[src/hw/rtl/cfd_pkg.sv]
`timescale 1ns / 1ps

package cfd_pkg;

    // Line control characters
    localparam logic [7:0] CH_CR = 8'h0d;
    localparam logic [7:0] CH_LF = 8'h0a;

    // Frame layout: payload bytes 2..10 are kept, 11 bytes make a command
    localparam int FRAME_BYTES     = 11;
    localparam int KEEP_FIRST      = 2;
    localparam int KEEP_DEPTH      = 9;
    localparam int KEEP_IDX_W      = $clog2(KEEP_DEPTH);
    localparam int BUFFER_LEN_DEF  = 256;

    localparam int RX_TDATA_W  = 8;
    localparam int CMD_TDATA_W = 72;

    // Decoded command
    typedef struct packed {
        logic [15:0] steer_speed;
        logic [15:0] direction;
        logic [7:0]  odometer;
        logic [7:0]  park;
        logic [7:0]  brake;
        logic [7:0]  speed;
        logic [7:0]  gear;
    } cmd_t;

    // Stream packing, last field (gear) in the lowest bits
    function automatic logic [CMD_TDATA_W-1:0] pack_cmd(input cmd_t c);
        pack_cmd = {c.steer_speed, c.direction, c.odometer, c.park,
                    c.brake, c.speed, c.gear};
    endfunction

endpackage

[src/hw/rtl/cfd_rx_stage.sv]
`timescale 1ns / 1ps

module cfd_rx_stage (
    input  logic                             aclk,
    input  logic                             aresetn,
    input  logic                             s_tvalid,
    output logic                             s_tready,
    input  logic [cfd_pkg::RX_TDATA_W-1:0]   s_tdata,   // [7:0] rx_byte
    input  logic                             consume,
    output logic                             byte_valid,
    output logic [7:0]                       rx_byte
);
    import cfd_pkg::*;

    logic       valid_reg, valid_next;
    logic [7:0] byte_reg;

    // Take a new beat whenever the held one is empty or leaving
    assign s_tready = !valid_reg || consume;

    always_comb begin
        valid_next = valid_reg;
        if (s_tvalid && s_tready) begin
            valid_next = 1'b1;
        end else if (consume) begin
            valid_next = 1'b0;
        end
    end

    always_ff @(posedge aclk) begin
        if (!aresetn) begin
            valid_reg <= 1'b0;
        end else begin
            valid_reg <= valid_next;
        end
    end

    always_ff @(posedge aclk) begin
        if (s_tvalid && s_tready) begin
            byte_reg <= s_tdata[7:0];
        end
    end

    assign byte_valid = valid_reg;
    assign rx_byte    = byte_reg;

endmodule

[src/hw/rtl/cfd_frame_core.sv]
`timescale 1ns / 1ps

module cfd_frame_core #(
    parameter int BUFFER_LEN = cfd_pkg::BUFFER_LEN_DEF
) (
    input  logic          aclk,
    input  logic          aresetn,
    input  logic          step,
    input  logic [7:0]    rx_byte,
    output logic          cmd_valid,
    output cfd_pkg::cmd_t cmd
);
    import cfd_pkg::*;

    localparam int CNT_W = $clog2(BUFFER_LEN);

    logic [CNT_W-1:0]      count_reg, count_next;
    logic                  cr_reg, cr_next;
    logic [7:0]            keep_reg [KEEP_DEPTH];
    logic [CNT_W:0]        count_inc;
    logic                  keep_hit;
    logic [KEEP_IDX_W-1:0] keep_idx;
    logic                  store;

    // Frame tracking
    assign count_inc = {1'b0, count_reg} + (CNT_W+1)'(1);
    assign keep_hit  = (count_reg >= CNT_W'(KEEP_FIRST)) &&
                       (count_reg <  CNT_W'(KEEP_FIRST + KEEP_DEPTH));
    assign keep_idx  = KEEP_IDX_W'(count_reg - CNT_W'(KEEP_FIRST));
    assign store     = step && !cr_reg && (rx_byte != CH_CR);

    always_comb begin
        count_next = count_reg;
        cr_next    = cr_reg;
        if (step) begin
            if (cr_reg) begin
                // LF or not, the frame is over
                count_next = '0;
                cr_next    = 1'b0;
            end else if (rx_byte == CH_CR) begin
                cr_next = 1'b1;
            end else if (count_inc == (CNT_W+1)'(BUFFER_LEN)) begin
                count_next = '0;
            end else begin
                count_next = count_inc[CNT_W-1:0];
            end
        end
    end

    always_ff @(posedge aclk) begin
        if (!aresetn) begin
            count_reg <= '0;
            cr_reg    <= 1'b0;
        end else begin
            count_reg <= count_next;
            cr_reg    <= cr_next;
        end
    end

    // Payload bytes 2..10, no reset
    always_ff @(posedge aclk) begin
        if (store && keep_hit) begin
            keep_reg[keep_idx] <= rx_byte;
        end
    end

    // Command decode on CR LF after exactly eleven bytes
    assign cmd_valid = step && cr_reg && (rx_byte == CH_LF) &&
                       (count_reg == CNT_W'(FRAME_BYTES));

    assign cmd.gear        = keep_reg[0];
    assign cmd.speed       = keep_reg[1];
    assign cmd.brake       = keep_reg[2];
    assign cmd.park        = keep_reg[3];
    assign cmd.odometer    = keep_reg[4];
    assign cmd.direction   = {keep_reg[6], keep_reg[5]};
    assign cmd.steer_speed = {keep_reg[8], keep_reg[7]};

    // Checks
    a_count_range: assert property (@(posedge aclk) disable iff (!aresetn)
        count_reg < CNT_W'(BUFFER_LEN - 1) || count_reg == CNT_W'(BUFFER_LEN - 1))
        else $error("byte count beyond buffer length");

    a_cr_closes: assert property (@(posedge aclk) disable iff (!aresetn)
        (step && cr_reg) |=> (count_reg == '0 && !cr_reg))
        else $error("frame not closed after CR");

    a_cmd_len: assert property (@(posedge aclk) disable iff (!aresetn)
        cmd_valid |-> (cr_reg && count_reg == CNT_W'(FRAME_BYTES)))
        else $error("command on wrong frame length");

    a_cr_holds: assert property (@(posedge aclk) disable iff (!aresetn)
        (!step) |=> (cr_reg == $past(cr_reg) && count_reg == $past(count_reg)))
        else $error("frame state moved without a byte");

endmodule

[src/hw/rtl/cfd_cmd_stage.sv]
`timescale 1ns / 1ps

module cfd_cmd_stage (
    input  logic                             aclk,
    input  logic                             aresetn,
    input  logic                             load,
    input  cfd_pkg::cmd_t                    cmd,
    output logic                             free,
    output logic                             m_tvalid,
    input  logic                             m_tready,
    output logic [cfd_pkg::CMD_TDATA_W-1:0]  m_tdata
);
    import cfd_pkg::*;

    logic                   valid_reg, valid_next;
    logic [CMD_TDATA_W-1:0] data_reg;

    // Slot is free when empty or draining this cycle
    assign free = !valid_reg || m_tready;

    always_comb begin
        valid_next = valid_reg;
        if (load) begin
            valid_next = 1'b1;
        end else if (m_tready) begin
            valid_next = 1'b0;
        end
    end

    always_ff @(posedge aclk) begin
        if (!aresetn) begin
            valid_reg <= 1'b0;
        end else begin
            valid_reg <= valid_next;
        end
    end

    always_ff @(posedge aclk) begin
        if (load) begin
            data_reg <= pack_cmd(cmd);
        end
    end

    assign m_tvalid = valid_reg;
    assign m_tdata  = data_reg;

endmodule

[src/hw/rtl/crlf_command_frame_decoder.sv]
`timescale 1ns / 1ps
// The LF beat is held in the byte register, then its command in the command register.
// Throughput: one received byte per cycle while the command output is not stalled.
// The rate is set by the combinational frame check between the byte and command registers.
// Reset (aresetn low, synchronous) empties both stages and clears the count and CR flag;
// the kept payload bytes are not reset.
module crlf_command_frame_decoder #(
    parameter int BUFFER_LEN = cfd_pkg::BUFFER_LEN_DEF
) (
    input  logic                             aclk,
    input  logic                             aresetn,
    input  logic                             s_tvalid,
    output logic                             s_tready,
    input  logic [cfd_pkg::RX_TDATA_W-1:0]   s_tdata,   // [7:0] rx_byte
    output logic                             m_tvalid,
    input  logic                             m_tready,
    // [7:0] gear, [15:8] speed, [23:16] brake, [31:24] park, [39:32] odometer,
    // [55:40] direction, [71:56] steer_speed
    output logic [cfd_pkg::CMD_TDATA_W-1:0]  m_tdata
);
    import cfd_pkg::*;

    logic       rx_valid;
    logic [7:0] rx_byte;
    logic       out_free;
    logic       advance;
    logic       cmd_valid;
    cmd_t       cmd;

    // Held byte moves on when the command slot can take a result
    assign advance = rx_valid && out_free;

    cfd_rx_stage u_rx (
        .aclk       (aclk),
        .aresetn    (aresetn),
        .s_tvalid   (s_tvalid),
        .s_tready   (s_tready),
        .s_tdata    (s_tdata),
        .consume    (advance),
        .byte_valid (rx_valid),
        .rx_byte    (rx_byte)
    );

    cfd_frame_core #(
        .BUFFER_LEN (BUFFER_LEN)
    ) u_core (
        .aclk      (aclk),
        .aresetn   (aresetn),
        .step      (advance),
        .rx_byte   (rx_byte),
        .cmd_valid (cmd_valid),
        .cmd       (cmd)
    );

    cfd_cmd_stage u_cmd (
        .aclk     (aclk),
        .aresetn  (aresetn),
        .load     (cmd_valid),
        .cmd      (cmd),
        .free     (out_free),
        .m_tvalid (m_tvalid),
        .m_tready (m_tready),
        .m_tdata  (m_tdata)
    );

endmodule
[config.mk]
export PLATFORM = sky130hd
export DESIGN_NAME = crlf_command_frame_decoder
export DESIGN_NICKNAME = d
export VERILOG_FILES = /design/src/hw/rtl/cfd_pkg.sv /design/src/hw/rtl/cfd_rx_stage.sv /design/src/hw/rtl/cfd_frame_core.sv /design/src/hw/rtl/cfd_cmd_stage.sv /design/src/hw/rtl/crlf_command_frame_decoder.sv
export SDC_FILE = /design/constraint.sdc
export NUM_CORES = 1
export LEC_CHECK = 0
export CORE_ASPECT_RATIO = 1.25
export CORE_MARGIN = 8
export CORE_UTILIZATION = 60
export CTS_CLUSTER_DIAMETER = 200
export DETAILED_ROUTE_END_ITERATION = 12
export DONT_BUFFER_PORTS = 1
export PLACE_DENSITY = 0.76
export SYNTH_ARGS = -nofsm -noshare
export SYNTH_HDL_FRONTEND = slang
export SYNTH_SLANG_ARGS = --single-unit
[constraint.sdc]
create_clock -name aclk -period 4.4 [get_ports aclk]
set_input_delay 0.88 -clock aclk [delete_from_list [all_inputs] [get_ports aclk]]
set_output_delay 0.88 -clock aclk [all_outputs]
set_load 0.01 [all_outputs]
==> impl_metrics.py, run 1 <==
metrics = {
    "timing": {
        "max_freq_mhz": 355,
        "finalSetupViolCount": 0,
        "rsz0062_at_grt": "false",
        "maxSlewViolCount": 0,
        "relSlewSlack": 0.223,
        "worstMarginPinSlew_ns": 1.16,
        "finalHoldViolCount": 0,
        "setup_slack_ns": 1.58,
        "period_needed_ns": 2.82,
        "fin_crit_sh": 0.641,
        "tns_ns": 0,
        "clock_skew_ns": 0.00944,
    },
    "setup_path": {
        "critPathMaxFanout": 11,
        "end_kind": "flip-flop",
        "start_kind": "flip-flop",
        "criticalPathCategory": "reg -> reg",
        "required_ns": 4.53,
        "arrival_ns": 2.95,
    },
    "clock_tree": {
        "clkTransAtPathRegs_ns": 0.06,
        "clock_latency_ns": 0.52,
        "cts_sinks": 163,
        "ctsHoldBuffers": 0,
        "cts_repair_resize_count": 0,
        "cts_setup_buffers": 0,
        "cts_buffers": 17,
        "htree_levels": 4,
        "root_buffer": "clkbuf_8",
        "tritoncts": "yes",
        "ctsLongestPathBuffers": 2,
    },
    "placement": {
        "dp_hpwl_um": 5620,
        "pre_cts_slack_ns": 1.60,
        "place.gp.congestion": 0.837,
        "io_buffers": 0,
    },
    "die": {
        "die_w_um": 101,
        "dieArea_um2": 12300,
        "die_y_um": 122,
        "start_util": 0.621,
        "num_rows": 38,
        "core_area_um2": 8700,
        "ios": 86,
    },
    "yosys": {
        "syn_area_um2": 5400,
        "synth_cell_types": 39,
        "yosysSeqAreaShare": 0.886,
        "ys_warn_count": 0,
        "ys_seq_elements": 163,
        "synth_cells": 256,
        "syn_avg_cell_area_um2": 21.1,
        "synth_nets": 275,
    },
    "global_route": {
        "antenna_found_initial": 0,
        "grt_pass1_vias": 2255,
        "grt_pass1_wl_um": 13000,
        "grt_max_degree": 74,
        "grt_overflow_total": 0,
        "grt_usage": 0.150,
    },
    "routing": {
        "firstDrtPassIters": 6,
        "routed_via_density": 5.72,
        "drc": 0,
        "routed_wl_um": 8850,
        "drt_iter0_drc": 146,
        "num_vias": 2323,
        "wire_per_inst_um": 21.8,
        "antenna_left": 0,
    },
    "final_layout": {
        "fin_nets": 292,
        "drive_gt1_frac": 0.122,
        "syn2layout_area_growth_pct": 13.5,
        "insertedDiodeCount": 0,
    },
    "run_status": {
        "status": "complete, no violations",
    },
    "power": {
        "p_leak_uw": 0.00192,
        "power_density_nw_per_um2": 510,
        "ir_drop_mv": 0.401,
    },
    "hold_path": {
        "hold_class": "reg -> reg",
    },
    "flow_run": {
        "maxCapViolations": 0,
    },
}
[where the power goes]
| part | switching (µW) | total [µW] | internal [µW] |
|---|---|---|---|
| registers | 26.0 | 1720 | 1700 |
| logic | 15.2 | 24.2 | 8.98 |
| clock network | 529 | 1380 | 852 |
| total | 570 | 3130 | 2560 |
[per-stage QoR]
stage                     instance area, µm²   util  cells  total power, µW  hold slack, ns
after global placement                  5570  0.640    374             1780           0.401
after global routing                    6130  0.705    406             3220           0.419
final                                   6130  0.705    406             3130           0.415
after detailed placement                5570  0.640    374             1780           0.405
after CTS                               6130  0.705    406             3160           0.418
after floorplan                         5400      -    256             1760           0.400
[critical path: stages (launching register included)]
cell and delay, ns:
edfxtp_1 0.60, nor2b_1 0.23, nand4_1 0.38, nand4_4 0.24, nor3_1 0.98
[Yosys cell counts]
cell type,instances,area share
a211o_1,1,0.0016
a21oi_1,2,0.0019
a2bb2oi_1,1,0.0016
a311o_1,1,0.0019
a31oi_1,3,0.0035
and2_1,1,0.0012
and3_1,1,0.0012
and4_1,2,0.0032
buf_1,1,0.00069
buf_2,1,0.00093
clkbuf_1,2,0.0014
dfxtp_1,11,0.041
edfxtp_1,152,0.84
ha_1,7,0.016
inv_1,10,0.0069
inv_2,1,0.00069
mux2i_1,1,0.0019
nand2_1,8,0.0056
nand2b_1,3,0.0035
nand3_1,2,0.0019
nand4_1,8,0.0093
nand4_4,1,0.0039
nand4b_1,1,0.0016
nor2_1,5,0.0035
nor2b_1,2,0.0023
nor3_1,7,0.0065
nor3_4,1,0.0030
nor3b_1,1,0.0014
nor4_1,3,0.0035
nor4b_1,4,0.0065
o21a_1,1,0.0014
o21ai_0,1,0.00093
o21ai_1,1,0.00093
o221ai_1,3,0.0049
o22ai_1,2,0.0023
o32ai_1,1,0.0016
or4_4,1,0.0021
xnor2_1,1,0.0016
xor2_1,1,0.0016
[layer usage]
layer / vias up / global-route usage / routed length (µm)
li1: 1047 / - / -
met1: 1167 / 0.158 / 3400
met2: 102 / 0.255 / 4810
met4: 0 / 0.0626 / 85
met5: - / 0 / 0
met3: 7 / 0.0668 / 558
[cell families after synthesis]
kind of cell	Yosys count	synth area share
adder cells (fa/ha/maj)	7	0.0162
multiplexers	1	0.00185
AND/OR/NAND/NOR	51	0.0600
flip-flops	163	0.886
AO/OA/AOI/OAI	17	0.0225
buffers and inverters	15	0.0107
XOR/XNOR	2	0.00324
[final cells by class]
class                           instances  area [µm²]
Clock buffer                           19         422
Tap cell                              120         150
Inverter                               11        41.3
Sequential cell                       163        4780
Timing Repair Buffer                    2        15.0
Fill cell                             524        2570
Multi-Input combinational cell         78         582
Clock inverter                         13         140
[final timing paths]
kind,from,endpoint,slack (ns),depth (start not counted)
max reg2reg,u_rx.rx_byte[2],u_core.keep_reg[2][3],1.58,4
max,u_rx.rx_byte[2],u_core.keep_reg[2][3],1.58,4
min,u_core.keep_reg[0][5],m_tdata[5],0.41,0
min reg2reg,u_core.keep_reg[0][5],m_tdata[5],0.41,0
[cell usage in the layout, fill, tap and decap left out, drive strengths merged, types with 3 or more instances in the layout]
| cell | count |
|---|---|
| a31oi | 3 |
| bufinv | 3 |
| clkbuf | 19 |
| clkinv | 8 |
| dfxtp | 11 |
| edfxtp | 152 |
| ha | 7 |
| inv | 12 |
| nand2 | 8 |
| nand2b | 3 |
| nand4 | 9 |
| nor2 | 5 |
| nor3 | 8 |
| nor4 | 3 |
| nor4b | 4 |
| o221ai | 3 |
Power figures use the tool's default switching activity.
==> run 2: changes to the inputs <==
Settings changed: CORE_UTILIZATION 60 to 56, PLACE_DENSITY 0.76 to 0.74.
Clock period 4.4 ns to 2.5 ns, I/O delays scaled along.
==> run 2 against run 1 <==
First-iteration DRC count rose by 62%. Non-clock buffer count rose by 19. Worst hold slack got worse by 0.23 ns. Largest power group unchanged. Critical endpoint is now m_tdata[44].
==> impl_metrics.py, run 2 (synthesis gave the netlist of run 1 again) <==
metrics = {
    "run_status": {
        "status": "complete, no violations",
    },
    "global_route": {
        "antenna_found_initial": 0,
        "grt_pass1_vias": 2520,
        "gr-usage-met2": 0.263,
        "grt_use_met3": 0.0561,
        "busiest_layer": "met2",
        "grt_max_degree": 51,
        "grt_pass1_wl_um": 16100,
        "grt_overflow_total": 0,
        "grt_util_met1": 0.196,
        "grt_usage": 0.167,
    },
    "die": {
        "die_y_um": 126,
        "dieArea_um2": 13100,
        "num_rows": 40,
        "ios": 86,
        "die_w_um": 104,
        "core_area_um2": 9510,
        "start_util": 0.568,
    },
    "setup_path": {
        "required_ns": 2.58,
        "criticalPathCategory": "reg -> reg",
        "cp_slowest_stage_delay_ns": 0.50,
        "critPathMaxFanout": 23,
        "crit_path_cell_trace": "ha_1 -> nand4b_1 -> nor4b_1 -> and4_2 -> buf_4",
        "arrival_ns": 2.32,
        "end_kind": "flip-flop",
        "start_kind": "flip-flop",
        "slowest_stage": "dfxtp_1",
    },
    "clock_tree": {
        "htree_levels": 4,
        "root_buffer": "clkbuf_16",
        "cts_buffers": 17,
        "cts_sinks": 163,
        "tritoncts": "yes",
        "clock_latency_ns": 0.41,
        "ctsHoldBuffers": 0,
        "clkTransAtPathRegs_ns": 0.06,
        "cts_setup_buffers": 0,
        "ctsLongestPathBuffers": 2,
        "cts_repair_resize_count": 0,
    },
    "timing": {
        "tns_ns": 0,
        "rsz0062_at_grt": "false",
        "fin_crit_sh": 0.893,
        "worstMarginPinSlew_ns": 0.497,
        "finalSetupViolCount": 0,
        "clock_skew_ns": 0.00776,
        "relSlewSlack": 0.668,
        "finalHoldViolCount": 0,
        "period_needed_ns": 2.23,
        "max_freq_mhz": 448,
        "setup_slack_ns": 0.267,
        "maxSlewViolCount": 0,
    },
    "final_layout": {
        "nFillCells": 611,
        "design_area_um2": 6300,
        "layoutNonFillerInstCount": 431,
        "fin_nets": 311,
        "final_common_cell": "edfxtp_1",
        "syn2layout_area_growth_pct": 16.6,
        "insertedDiodeCount": 0,
        "drive_gt1_frac": 0.197,
        "mostFrequentLayoutCells": "edfxtp_1, buf_4, clkbuf_16",
    },
    "placement": {
        "place_area_um2": 5740,
        "dp_hpwl_um": 6360,
        "pre_cts_slack_ns": 0.330,
        "io_buffers": 0,
        "place.gp.congestion": 0.851,
        "post-place-cells": 399,
    },
    "routing": {
        "wire_per_inst_um": 24.6,
        "antenna_left": 0,
        "firstDrtPassIters": 5,
        "num_vias": 2521,
        "routed_wl_um": 10600,
        "routed_via_density": 5.85,
        "drt_iter0_drc": 237,
        "drc": 0,
    },
    "flow_run": {
        "maxCapViolations": 0,
    },
    "power": {
        "p_leak_uw": 0.00200,
        "ir_drop_mv": 0.483,
        "power_density_nw_per_um2": 875,
    },
    "hold_path": {
        "hold_class": "in -> reg",
    },
}
[run 2: cell types whose count changed in the layout (fill, tap and decap cells not counted), moves of 2 or more]
cell	change
clkinvlp_4	+4
bufinv_16	-2
buf_4	+18
inv_6	+2
clkinv_4	+3
clkbuf_1	-2
clkinv_1	-3
clkinv_2	-2
[run 2: routing by layer]
| layer | up-vias | part of all wire |
|---|---|---|
| met4 | 0 | 0.032 |
| met2 | 135 | 0.49 |
| met5 | - | 0 |
| li1 | 1087 | - |
| met1 | 1276 | 0.40 |
| met3 | 23 | 0.071 |
[run 2: critical path: cells and delay by family (launching register included)]
family | cells | cell delay (ns)
and+or+nand+nor | 3 | 0.74
DFF | 1 | 0.50
buffers and inverters | 1 | 0.32
adders and majority gates | 1 | 0.35
[run 2: power breakdown]
group          switching (µW)  total (µW)  internal (µW)
clock                    1050        2420           1370
combinational            60.2        87.7           27.5
sequential               21.1        3000           2980
total                    1130        5510           4380
[run 2: cell type report]
| cell class | instances | area [µm²] | area share |
|---|---|---|---|
| Sequential cell | 163 | 4780 | 0.760 |
| Inverter | 11 | 41.3 | 0.00656 |
| Clock buffer | 17 | 425 | 0.0675 |
| Tap cell | 126 | 158 | 0.0250 |
| Timing Repair Buffer | 21 | 170 | 0.0270 |
| Clock inverter | 15 | 133 | 0.0211 |
| Multi-Input combinational cell | 78 | 587 | 0.0932 |
[run 2: stage by stage]
| step | total power, µW | util | hold slack [ns] |
|---|---|---|---|
| after detailed placement | 3150 | 0.604 | 0.405 |
| after floorplan | 3100 | - | 0.400 |
| after global placement | 3140 | 0.604 | 0.400 |
| final | 5510 | 0.662 | 0.184 |
| after global routing | 5660 | 0.662 | 0.163 |
| after CTS | 5560 | 0.662 | 0.166 |
[run 2: path summary, 6_finish.rpt]
| path | from | end | slack [ns] | cells past startpoint |
|---|---|---|---|---|
| max reg2reg | u_core.count_reg[0] | m_tdata[44] | 0.27 | 5 |
| max | u_core.count_reg[0] | m_tdata[44] | 0.27 | 5 |
| min | s_tdata[3] | u_rx.rx_byte[3] | 0.18 | 0 |
| min reg2reg | u_core.keep_reg[1][1] | m_tdata[9] | 0.42 | 0 |
==> run 3: changes to the inputs <==
Settings changed: CELL_PAD_IN_SITES_DETAIL_PLACEMENT set to 1, CELL_PAD_IN_SITES_GLOBAL_PLACEMENT set to 1, CORE_UTILIZATION 56 to 48, PLACE_DENSITY 0.74 to not set, PLACE_DENSITY_LB_ADDON set to 0.1.
==> run 3 against run 2 <==
Register-to-register slack better by 0.07 ns. Largest cell class unchanged. Clock skew is 0.0013 ns higher. Clock power is 9.9% higher. Critical path depth stayed put.
==> impl_metrics.py, run 3 (synthesis gave the netlist of run 1 again) <==
metrics = {
    "clock_tree": {
        "clock_latency_ns": 0.41,
        "tritoncts": "yes",
        "htree_levels": 4,
        "root_buffer": "clkbuf_16",
        "ctsLongestPathBuffers": 2,
        "clkTransAtPathRegs_ns": 0.06,
        "cts_sinks": 163,
        "cts_repair_resize_count": 0,
        "cts_buffers": 17,
        "ctsHoldBuffers": 0,
        "cts_setup_buffers": 0,
    },
    "die": {
        "ios": 86,
        "die_y_um": 135,
        "dieArea_um2": 14900,
        "start_util": 0.490,
        "die_w_um": 111,
        "num_rows": 43,
        "core_area_um2": 11000,
    },
    "setup_path": {
        "required_ns": 2.58,
        "arrival_ns": 2.25,
        "end_kind": "flip-flop",
        "slowest_stage": "dfxtp_1",
        "start_kind": "flip-flop",
        "reg2reg_depth": 5,
        "timing.rr.end": "m_tdata[33]",
        "cp_slowest_stage_delay_ns": 0.50,
        "criticalPathCategory": "reg -> reg",
        "rrSetupSlack_ns": 0.33,
        "worstReg2RegStart": "u_core.count_reg[0]",
        "crit_path_cell_trace": "ha_1 -> nand4b_1 -> nor4b_1 -> and4_2 -> buf_12",
        "critPathMaxFanout": 54,
    },
    "timing": {
        "tns_ns": 0,
        "rsz0062_at_grt": "false",
        "fin_crit_sh": 0.866,
        "finalSetupViolCount": 0,
        "maxSlewViolCount": 0,
        "clock_skew_ns": 0.00905,
        "worstMarginPinSlew_ns": 0.556,
        "max_freq_mhz": 462,
        "relSlewSlack": 0.628,
        "finalHoldViolCount": 0,
        "period_needed_ns": 2.17,
        "whs_ns": 0.183,
    },
    "hold_path": {
        "holdPathEnd": "u_rx.rx_byte[1]",
        "hold_class": "in -> reg",
        "holdPathStages": 0,
        "holdCritStartpoint": "s_tdata[1]",
    },
    "placement": {
        "io_buffers": 0,
        "dp_hpwl_um": 6870,
        "post-place-cells": 409,
        "place.gp.congestion": 0.806,
    },
    "power": {
        "p_leak_uw": 0.00205,
        "finalPower_uw": 5760,
        "power_density_nw_per_um2": 904,
        "ir_drop_mv": 0.554,
    },
    "run_status": {
        "status": "complete, no violations",
    },
    "routing": {
        "routed_via_density": 5.30,
        "wire_per_inst_um": 23.1,
        "routed_wl_um": 10200,
        "drc": 0,
        "num_vias": 2334,
        "firstDrtPassIters": 4,
        "antenna_left": 0,
        "drt_iter0_drc": 171,
    },
    "global_route": {
        "grt_pass1_wl_um": 15300,
        "antenna_found_initial": 0,
        "grt_max_degree": 55,
        "grt_usage": 0.140,
        "grt_overflow_total": 0,
        "grt_pass1_vias": 2433,
    },
    "final_layout": {
        "insertedDiodeCount": 0,
        "layoutNonFillerInstCount": 440,
        "fin_nets": 312,
        "mostFrequentLayoutCells": "edfxtp_1, buf_4, clkbuf_16",
        "drive_gt1_frac": 0.203,
        "syn2layout_area_growth_pct": 18.0,
        "final_common_cell": "edfxtp_1",
        "nFillCells": 924,
    },
    "flow_run": {
        "maxCapViolations": 0,
    },
}
==> run 3: cell types whose count changed in the layout (fill, tap and decap cells not counted) <==
| cell | before | now |
|---|---|---|
| clkinv_1 | 2 | 0 |
| clkinv_4 | 3 | 1 |
| buf_4 | 20 | 21 |
| clkinvlp_4 | 5 | 2 |
| inv_8 | 0 | 2 |
| clkinv_2 | 1 | 0 |
| inv_6 | 3 | 6 |
| bufinv_16 | 1 | 3 |
==> run 3: critical path, delay by kind of cell, from the launching register on <==
kind	cells	cell delay, ns
buffers and inverters	1	0.27
adders and majority gates	1	0.36
DFF	1	0.50
and+or+nand+nor	3	0.68
==> run 3: worst max path at each step <==
stage	start	depth (start not counted)	endpoint
5_1_grt	u_core.count_reg[0]	5	m_tdata[33]
3_5_place_dp	u_core.count_reg[4]	5	u_core.keep_reg[4][5]
3_3_place_gp	u_core.count_reg[4]	5	u_core.keep_reg[1][2]
2_1_floorplan	u_core.count_reg[4]	4	u_core.keep_reg[5][0]
6_report	u_core.count_reg[0]	5	m_tdata[33]
4_1_cts	u_core.count_reg[4]	5	u_core.keep_reg[4][3]
==> run 3: layout make-up <==
cell class	instances	area, µm²	area share
inverters	11	41.3	0.00648
clock buffers	17	425	0.0667
repair buffers	22	178	0.0279
flip-flops and latches	163	4780	0.751
multi-input cells	78	587	0.0921
well taps	135	169	0.0265
clock inverters	14	189	0.0296
==> run 3: power breakdown <==
| group | switching (µW) | total (µW) | internal, µW |
|---|---|---|---|
| Combinational | 62.9 | 92.2 | 29.3 |
| Sequential | 19.3 | 3000 | 2980 |
| Clock | 1060 | 2660 | 1600 |
==> run 3: metal layers <==
metal,vias to the layer above,GRT usage,part of all wire
met1,1167,0.155,0.42
li1,1088,-,-
met2,69,0.241,0.52
met4,0,0.0640,0.014
met5,-,0,0
met3,10,0.0453,0.041
==> run 3: metrics by stage <==
step                      setup slack [ns]  area (µm²)   util
final                                0.334        6370  0.578
after detailed placement             0.351        5760  0.522
after global routing                 0.108        6370  0.578
after CTS                            0.288        6370  0.578
after global placement               0.386        5760  0.522
after floorplan                    -0.0774        5400      -
